$ cat src/hw/rtl/spc_pkg.sv
// Shared types and constants for the search position cache.
package spc_pkg;

    // Operation codes (s_axis_tuser)
    localparam logic [1:0] OP_PROBE  = 2'd0;
    localparam logic [1:0] OP_STORE  = 2'd1;
    localparam logic [1:0] OP_LOOKUP = 2'd2;

    // Bound kinds
    localparam logic [1:0] KIND_EXACT = 2'd0;
    localparam logic [1:0] KIND_LOWER = 2'd1;
    localparam logic [1:0] KIND_UPPER = 2'd2;

    // Mate score window edge
    localparam logic signed [15:0] MATE_EDGE     = 16'sd29000;
    localparam logic signed [15:0] MATE_EDGE_NEG = -16'sd29000;

    // Age difference window for replacing stale entries
    localparam logic [7:0] AGE_STALE = 8'd4;
    localparam logic [7:0] AGE_WRAP  = 8'd128;

    // Stream widths
    localparam int IN_TDATA_W  = 168;
    localparam int OUT_TDATA_W = 64;

    typedef struct packed {
        logic [1:0]         op;
        logic [63:0]        key;
        logic signed [7:0]  depth;
        logic signed [15:0] alpha;
        logic signed [15:0] beta;
        logic [7:0]         ply;
        logic signed [15:0] score;
        logic [1:0]         kind;
        logic [31:0]        move;
    } req_t;

    typedef struct packed {
        logic               valid;
        logic [63:0]        key;
        logic signed [7:0]  depth;
        logic signed [15:0] score;
        logic [1:0]         kind;
        logic [31:0]        move;
        logic [7:0]         age;
    } entry_t;

    typedef struct packed {
        logic               hit;
        logic signed [15:0] score;
        logic signed [7:0]  depth;
        logic [1:0]         kind;
        logic [31:0]        move;
        logic               written;
    } res_t;

endpackage

$ cat src/hw/rtl/spc_eval.sv
// Hit check, mate shift and replacement decision on one slot read.
module spc_eval (
    input  spc_pkg::req_t   req,
    input  spc_pkg::entry_t slot,
    input  logic [7:0]      search_age,
    output spc_pkg::res_t   res,
    output logic            wr_en,
    output spc_pkg::entry_t wr_entry
);

    localparam logic signed [17:0] SAT_HI = 18'sd32767;
    localparam logic signed [17:0] SAT_LO = -18'sd32768;

    logic               match;
    logic signed [16:0] pr_wide;
    logic signed [15:0] pr_score;
    logic               pr_ok;
    logic signed [17:0] st_ext;
    logic signed [17:0] st_wide;
    logic signed [15:0] st_score;
    logic [7:0]         age_span;
    logic               replace;

    assign match = slot.valid && (slot.key == req.key);

    // Probe: shift stored mate scores back toward zero by ply
    always_comb
    begin
        pr_wide = {slot.score[15], slot.score};
        if ($signed(slot.score) > spc_pkg::MATE_EDGE)
        begin
            pr_wide = {slot.score[15], slot.score} - {9'd0, req.ply};
        end
        else if ($signed(slot.score) < spc_pkg::MATE_EDGE_NEG)
        begin
            pr_wide = {slot.score[15], slot.score} + {9'd0, req.ply};
        end
        pr_score = pr_wide[15:0];
    end

    always_comb
    begin
        case (slot.kind)
            spc_pkg::KIND_EXACT: pr_ok = 1'b1;
            spc_pkg::KIND_LOWER: pr_ok = $signed(pr_score) >= $signed(req.beta);
            spc_pkg::KIND_UPPER: pr_ok = $signed(pr_score) <= $signed(req.alpha);
            default:             pr_ok = 1'b0;
        endcase
    end

    // Store: push mate scores away from zero by ply, then saturate
    always_comb
    begin
        st_ext  = {{2{req.score[15]}}, req.score};
        st_wide = st_ext;
        if ($signed(req.score) > spc_pkg::MATE_EDGE)
        begin
            st_wide = st_ext + $signed({10'd0, req.ply});
        end
        else if ($signed(req.score) < spc_pkg::MATE_EDGE_NEG)
        begin
            st_wide = st_ext - $signed({10'd0, req.ply});
        end

        if (st_wide > SAT_HI)
        begin
            st_score = 16'sh7FFF;
        end
        else if (st_wide < SAT_LO)
        begin
            st_score = 16'sh8000;
        end
        else
        begin
            st_score = st_wide[15:0];
        end
    end

    assign age_span = search_age - slot.age;

    always_comb
    begin
        replace = 1'b0;
        if (!slot.valid)
        begin
            replace = 1'b1;
        end
        else if ($signed(req.depth) > $signed(slot.depth))
        begin
            replace = 1'b1;
        end
        else if ((req.depth == slot.depth) && (search_age != slot.age))
        begin
            replace = 1'b1;
        end
        else if ((age_span < spc_pkg::AGE_WRAP) && (age_span > spc_pkg::AGE_STALE))
        begin
            replace = 1'b1;
        end
    end

    always_comb
    begin
        res   = '0;
        wr_en = 1'b0;
        case (req.op)
            spc_pkg::OP_PROBE:
            begin
                if (match && !($signed(slot.depth) < $signed(req.depth)) && pr_ok)
                begin
                    res.hit   = 1'b1;
                    res.score = pr_score;
                    res.depth = slot.depth;
                    res.kind  = slot.kind;
                    res.move  = slot.move;
                end
            end
            spc_pkg::OP_STORE:
            begin
                wr_en       = replace;
                res.written = replace;
            end
            spc_pkg::OP_LOOKUP:
            begin
                if (match && (slot.move != 32'd0))
                begin
                    res.hit  = 1'b1;
                    res.move = slot.move;
                end
            end
            default:
            begin
                res = '0;
            end
        endcase
    end

    always_comb
    begin
        wr_entry.valid = 1'b1;
        wr_entry.key   = req.key;
        wr_entry.depth = req.depth;
        wr_entry.score = st_score;
        wr_entry.kind  = req.kind;
        wr_entry.move  = req.move;
        wr_entry.age   = search_age;
    end

endmodule

$ cat config.mk
export PLATFORM = sky130hd
export DESIGN_NAME = spc_eval
export DESIGN_NICKNAME = d
export VERILOG_FILES = /design/src/hw/rtl/spc_pkg.sv /design/src/hw/rtl/spc_eval.sv
export SDC_FILE = /design/constraint.sdc
export NUM_CORES = 1
export LEC_CHECK = 0
export BUFFER_PORTS_ARGS = -buffer_cell sky130_fd_sc_hd__buf_2
export CORE_AREA = 8 8 184 186
export DETAILED_ROUTE_END_ITERATION = 8
export DIE_AREA = 0 0 192 194
export REMOVE_ABC_BUFFERS = 1
export SETUP_SLACK_MARGIN = 0.02
export SYNTH_ARGS = -nofsm -noshare
export SYNTH_HDL_FRONTEND = slang
export SYNTH_SLANG_ARGS = --single-unit
$ cat constraint.sdc
create_clock -name vclk -period 10.05
set_input_delay 1.005 -clock vclk [all_inputs]
set_output_delay 1.005 -clock vclk [all_outputs]
set_load 0.005 [all_outputs]
==> results of run 1 <==
cell families (layout without fill, tap and decap cells):
logic type | Yosys count | after routing | synth area share
AND/OR/NAND/NOR | 268 | 268 | 0.2651
buffers and inverters | 234 | 515 | 0.2287
AO/OA/AOI/OAI | 189 | 189 | 0.2300
adder cells (fa/ha/maj) | 84 | 84 | 0.1860
XOR/XNOR | 54 | 54 | 0.08080
multiplexers | 5 | 5 | 0.008765
other | 1 | 12 | 0.0006407
layout by cell type (no fill, tap or decap), drive strengths merged, types with 4 or more instances in the layout:
cell	n
nand4	18
a2111oi	4
o221a	4
and4	6
a22oi	6
nor2	33
nor4b	5
o21bai	8
nor3b	7
ha	79
o221ai	5
mux2i	4
a31oi	8
fa	5
o22ai	11
nor4	23
diode	11
o21a	6
inv	88
nand2	38
o21ai	24
o2bb2ai	4
or3	6
buf	427
o2111ai	7
nor2b	16
a21o	10
xnor2	24
o31a	5
nor3	16
nand3b	5
a211oi	6
nand2b	13
a221oi	5
and2	26
a21oi	43
and3	33
xor2	30
o211ai	6
nand3	15
layer usage:
layer / share of wire / up-vias / GRT usage
met4: 0.028 / 22 / 0.04160
met2: 0.47 / 382 / 0.3294
li1: - / 3457 / -
met1: 0.38 / 3434 / 0.2142
met3: 0.11 / 70 / 0.08147
met5: 0.0049 / - / 0.01097
through the flow:
stage	hold WS (ps)	power (mW)	setup WS, ps	utilization	instance area (µm²)
2_1_floorplan	2010	0.1572	4663	-	4845
3_3_place_gp	2010	0.3124	3471	0.2410	7487
3_5_place_dp	2010	0.3160	3353	0.2410	7487
4_1_cts	2010	0.3176	3316	0.2410	7487
5_1_grt	2010	0.3511	2984	0.2412	7492
6_report	2010	0.3169	3282	0.2419	7515
area by class of cell:
class | instances | share of cell area
multi-input combinational | 601 | 0.6007
antenna | 11 | 0.003663
tap | 402 | 0.06693
inverter | 88 | 0.04396
timing repair buffer | 427 | 0.2847
how the worst min path moves through the flow:
stage	start	endpoint	slack [ps]	cells after the start
2_1_floorplan	search_age[0]	wr_entry[0]	2010	0
3_3_place_gp	req[11]	wr_entry[19]	2010	0
3_5_place_dp	req[11]	wr_entry[19]	2010	0
4_1_cts	req[11]	wr_entry[19]	2010	0
5_1_grt	req[11]	wr_entry[19]	2010	0
6_report	req[11]	wr_entry[19]	2010	0
synth_stat cells (18+ instances only):
cell / count
and3_1: 33
and2_1: 26
ha_1: 79
buf_4: 117
inv_1: 88
xor2_1: 30
clkbuf_1: 22
o21ai_0: 24
nand2_1: 38
nor4_1: 22
xnor2_1: 24
nand4_1: 18
a21oi_1: 43
nor2_1: 32
power by group:
group          switching, mW  internal [mW]
clock                      0    0.000000145
sequential                 0              0
combinational          0.178          0.139
total                  0.178          0.139
==> summary.md, run 1 <==
| Metric | Value |
|---|---|
| Finish-stage setup viols | `0` |
| Largest net degree at the start of global routing | `35` |
| Crit Path Max Fanout | `33` |
| RSZ-0062 raised after global routing | `no` |
| Worst ir drop on vdd | `0.01531 mV` |
| Num rows | `65` |
| Slowest-stage cell, CP | `nand3_2` |
| Worst-path cell chain | `buf_2 -> inv_1 -> ha_1 -> nand2b_1 -> a221oi_1 -> nor4_1 -> o21ai_0 -> a22oi_1 -> xnor2_1 -> ha_1 -> a211oi_1 -> o21ai_0 -> nor4b_2 -> o211ai_1 -> nand4bb_1 -> nand3_2 -> and4_1 -> buf_2` |
| GRT overflow | `0` |
| Die height | `194 µm` |
| Worst slew margin | `0.2718` |
| Clkbuf count | `0` |
| Worst endpoint data arrival time | `5760 ps` |
| Post-CTS sizing | `0` |
| Die ar. | `37250 µm²` |
| WP buf/inv | `3` |
| Antenna viol nets, final | `0` |
| Worst Tran Pin Value | `about 1100 ps` |
| IO Port Bufs | `426` |
| Final Max Tran Viols | `0` |
| Delay-heaviest family, CP | `simple AND/OR/NAND/NOR gates` |
| Synth top area cells | `ha_1, buf_4, inv_1` |
| Drc violations | `0` |
| DR vias | `between 7000 and 8000` |
| Critical Path RT | `9050 ps` |
| CP max stage delay | `530 ps` |
| Pre-antenna DRT Iters | `5` |
| Mapped Area | `5853 µm²` |
| Tcrit/Tclk final | `0.6735` |
| Post-synth top area cell | `ha_1` |
| Post-CTS Hold Fix Bufs | `0` |
| First-pass GRT wire length | `52630 µm` |
| Synth warnings | `0` |
| Crit path from | `req[51]` |
| Final net count | `1505` |
| Die W | `192 µm` |
| Fin. Hold Viols | `0` |
| Seq cells | `0` |
| Register area | `0 µm²` |
| Initial antenna violation count | `34` |
| CORE AREA | `31070 µm²` |
| GRT Util Overall | `0.1912` |
| Detailed router's first-iteration violation count | `336` |
| Post-synthesis sequential area ratio | `0` |
| Multi-input gate area | `4514 µm²` |
| Fill cells | `3542` |
| Type of the worst min-delay path | `input port to primary output` |
| Post-synth top area share | `0.1689` |
| Max_cap viols | `0` |
| Cell Count Post-Placement | `1518` |
| Initial Util | `0.1884` |
| CP Launch Type | `input port` |
| Final WL | `37790 µm` |
| Final worst path period need | `6768 ps` |
| Leakage | `4.145 nW` |
| Vias in the first global route | `7617` |
| Critical path type | `input port to primary output` |
| Post-CTS setup buffer count | `0` |
| Maximum clock rate | `between 0.1 and 0.15 GHz` |
| Placer Congestion | `0.9449` |
| CP endpoint kind | `primary output` |
| Setup crit end | `res[5]` |
| Syn avg cell area | `7.010 µm²` |
| Setup_tns | `0 ps` |
| Via-to-Cell Ratio | `4.817` |
| Status | `finished, final reports clean` |
| Critical Path Stages | `18` |
| Cell Count, Final, Fillers Out | `1529` |
| WL/cell | `24.72 µm` |
| Synth cell types | `73` |
| PD cells | `between 40 and 50 nW/µm²` |
| Io pins | `between 400 and 500` |
| DP HPWL | `about 35000 µm` |
| Layout area overhead | `28.39%` |
| Cells after synthesis | `835` |
| Layout cells sized above 1 | `0.3987` |
Note: power is estimated with default switching activity, not from simulation.
==> run 2: changes to the inputs <==
--- a/config.mk
+++ b/config.mk
@@ -6,9 +6,9 @@
 export NUM_CORES = 1
 export LEC_CHECK = 0
 export BUFFER_PORTS_ARGS = -buffer_cell sky130_fd_sc_hd__buf_2
-export CORE_AREA = 8 8 184 186
+export CORE_AREA = 8 8 189 191
 export DETAILED_ROUTE_END_ITERATION = 8
-export DIE_AREA = 0 0 192 194
+export DIE_AREA = 0 0 197 199
 export REMOVE_ABC_BUFFERS = 1
 export SETUP_SLACK_MARGIN = 0.02
 export SYNTH_ARGS = -nofsm -noshare
==> constraint.sdc (replaced) <==
create_clock -name vclk -period 5.9
set_input_delay 0.59 -clock vclk [all_inputs]
set_output_delay 0.59 -clock vclk [all_outputs]
set_load 0.005 [all_outputs]
==> run 2 against run 1 <==
Non-clock buffer count increased by 9. First-iteration DRC count fell by 3.6%. Sequential share of layout area is the same. Die area grew 5.2%. Worst hold slack lost 830 ps. Utilization decreased by 0.91 points. Critical endpoint is now res[1].
==> summary.md, run 2 (synthesized netlist as in run 1, its figures left out) <==
| Metric | Value |
|---|---|
| Io pins | `495` |
| Crit Path Max Fanout | `25` |
| Antenna viol nets, final | `0` |
| Maximum clock rate | `0.1821 GHz` |
| Tcrit/Tclk final | `0.9308` |
| Cell Count, Final, Fillers Out | `1580` |
| Via-to-Cell Ratio | `between 4 and 5` |
| PD cells | `74.80 nW/µm²` |
| Most common cell after layout, fill and taps aside | `buf_2` |
| Pre-antenna DRT Iters | `5` |
| Critical path type | `input port to primary output` |
| Placer Congestion | `0.9737` |
| Critical Path RT | `roughly 5300 ps` |
| Clkbuf count | `0` |
| DP HPWL | `between 30000 and 40000 µm` |
| Total power | `0.5721 mW` |
| Post-placement cell area | `7625 µm²` |
| CP endpoint kind | `primary output` |
| Finish-stage setup viols | `0` |
| Fin. Hold Viols | `0` |
| RSZ-0062 raised after global routing | `no` |
| IO Port Bufs | `426` |
| Seq cells | `0` |
| CP Launch Type | `input port` |
| Register area | `0 µm²` |
| Initial antenna violation count | `34` |
| Vias in the first global route | `7453` |
| WL/cell | `~27 µm` |
| Final WL | `42380 µm` |
| Largest net degree at the start of global routing | `34` |
| Die W | `197 µm` |
| Final instance area | `7649 µm²` |
| Max_cap viols | `0` |
| Setup_tns | `0 ps` |
| GRT overflow | `0` |
| Type of the worst min-delay path | `input port to primary output` |
| GRT Util Overall | `0.2005` |
| Leakage | `4.195 nW` |
| Status | `finished, final reports clean` |
| Initial Util | `0.1781` |
| Die height | `roughly 200 µm` |
| Worst Tran Pin Value | `roughly 1100 ps` |
| Final worst path period need | `5491 ps` |
| Layout cells sized above 1 | `0.4044` |
| First-pass GRT wire length | `55790 µm` |
| Commonest non-fill, non-tap cells in the layout | `buf_2, inv_1, ha_1, a21oi_1, nand2_1` |
| Post-CTS setup buffer count | `0` |
| DR vias | `7366` |
| Final net count | `1514` |
| Worst slew margin | `0.2901` |
| Fill cells | `3876` |
| Cell Count Post-Placement | `~1600` |
| Num rows | `67` |
| Drc violations | `0` |
| Final Max Tran Viols | `0` |
| Worst ir drop on vdd | `0.03015 mV` |
| Die ar. | `39200 µm²` |
| Hold path depth | `0` |
| CORE AREA | `32860 µm²` |
| Layout area overhead | `30.68%` |
| Multi-input gate area | `about 4500 µm²` |
| Detailed router's first-iteration violation count | `~320` |
| Worst endpoint data arrival time | `~4900 ps` |
-- run 2: cell count changes in the layout (fill, tap and decap cells not counted) --
cell      previous run  this run
a221oi_2             0         1
o21ai_0             24        23
buf_4                1         9
diode_2             11         7
a221oi_1             5         4
buf_12               0         1
o21ai_1              0         1
-- run 2: layout make-up --
| cell class | instances | area share |
|---|---|---|
| antenna | 7 | 0.002290 |
| inverter | 88 | 0.04319 |
| multi-input combinational | 601 | 0.5910 |
| tap | 448 | 0.07329 |
| timing repair buffer | 436 | 0.2902 |
-- run 2: power breakdown --
group          leakage [nW]  switching (mW)    total, mW  internal, mW
Sequential                0               0            0             0
Combinational          4.20           0.331        0.572         0.242
Clock             0.0000444               0  0.000000146   0.000000146
Total                  4.20           0.331        0.572         0.242
-- run 2: metrics by stage --
step                      setup WS [ps]  hold slack (ps)  utilization
after CTS                         145.9             1180       0.2320
after floorplan                    1343             1180            -
final                             408.6             1180       0.2328
after detailed placement          192.6             1180       0.2320
after global routing              88.75             1180       0.2323
after global placement            247.5             1180       0.2320
-- run 2: what timing repair did --
action                                  4_1_cts  5_1_grt
hold buffers                                  0        0
resized for setup                             0        2
hold endpoints to repair                      0        0
endpoints found under the setup margin        0       59
-- run 2: critical path, cell delays in order --
cell       delay, ps
buf_2            170
inv_1            140
ha_1             320
nand2b_1         170
a221oi_2         330
nor4_1            90
o21ai_1          250
a22oi_1          140
xnor2_1          360
ha_1             320
a211oi_1         280
o21ai_0          160
nor4b_2          440
o211ai_1         160
nand4bb_1        130
nand3_2          260
buf_12           260
and4_1           190
buf_2            120
-- run 2: path summary, 6_finish.rpt --
| check | startpoint | endpoint |
|---|---|---|
| max | req[51] | res[1] |
| min | req[20] | wr_entry[28] |
-- run 2: per-layer routing --
layer	wire, µm	global-route usage	up-vias	share of wire
met3	3767	0.07139	87	0.089
met5	182	0	-	0.0043
met1	17050	0.2381	3377	0.40
met2	20120	0.3461	407	0.47
met4	1259	0.03650	28	0.030
li1	-	-	3467	-
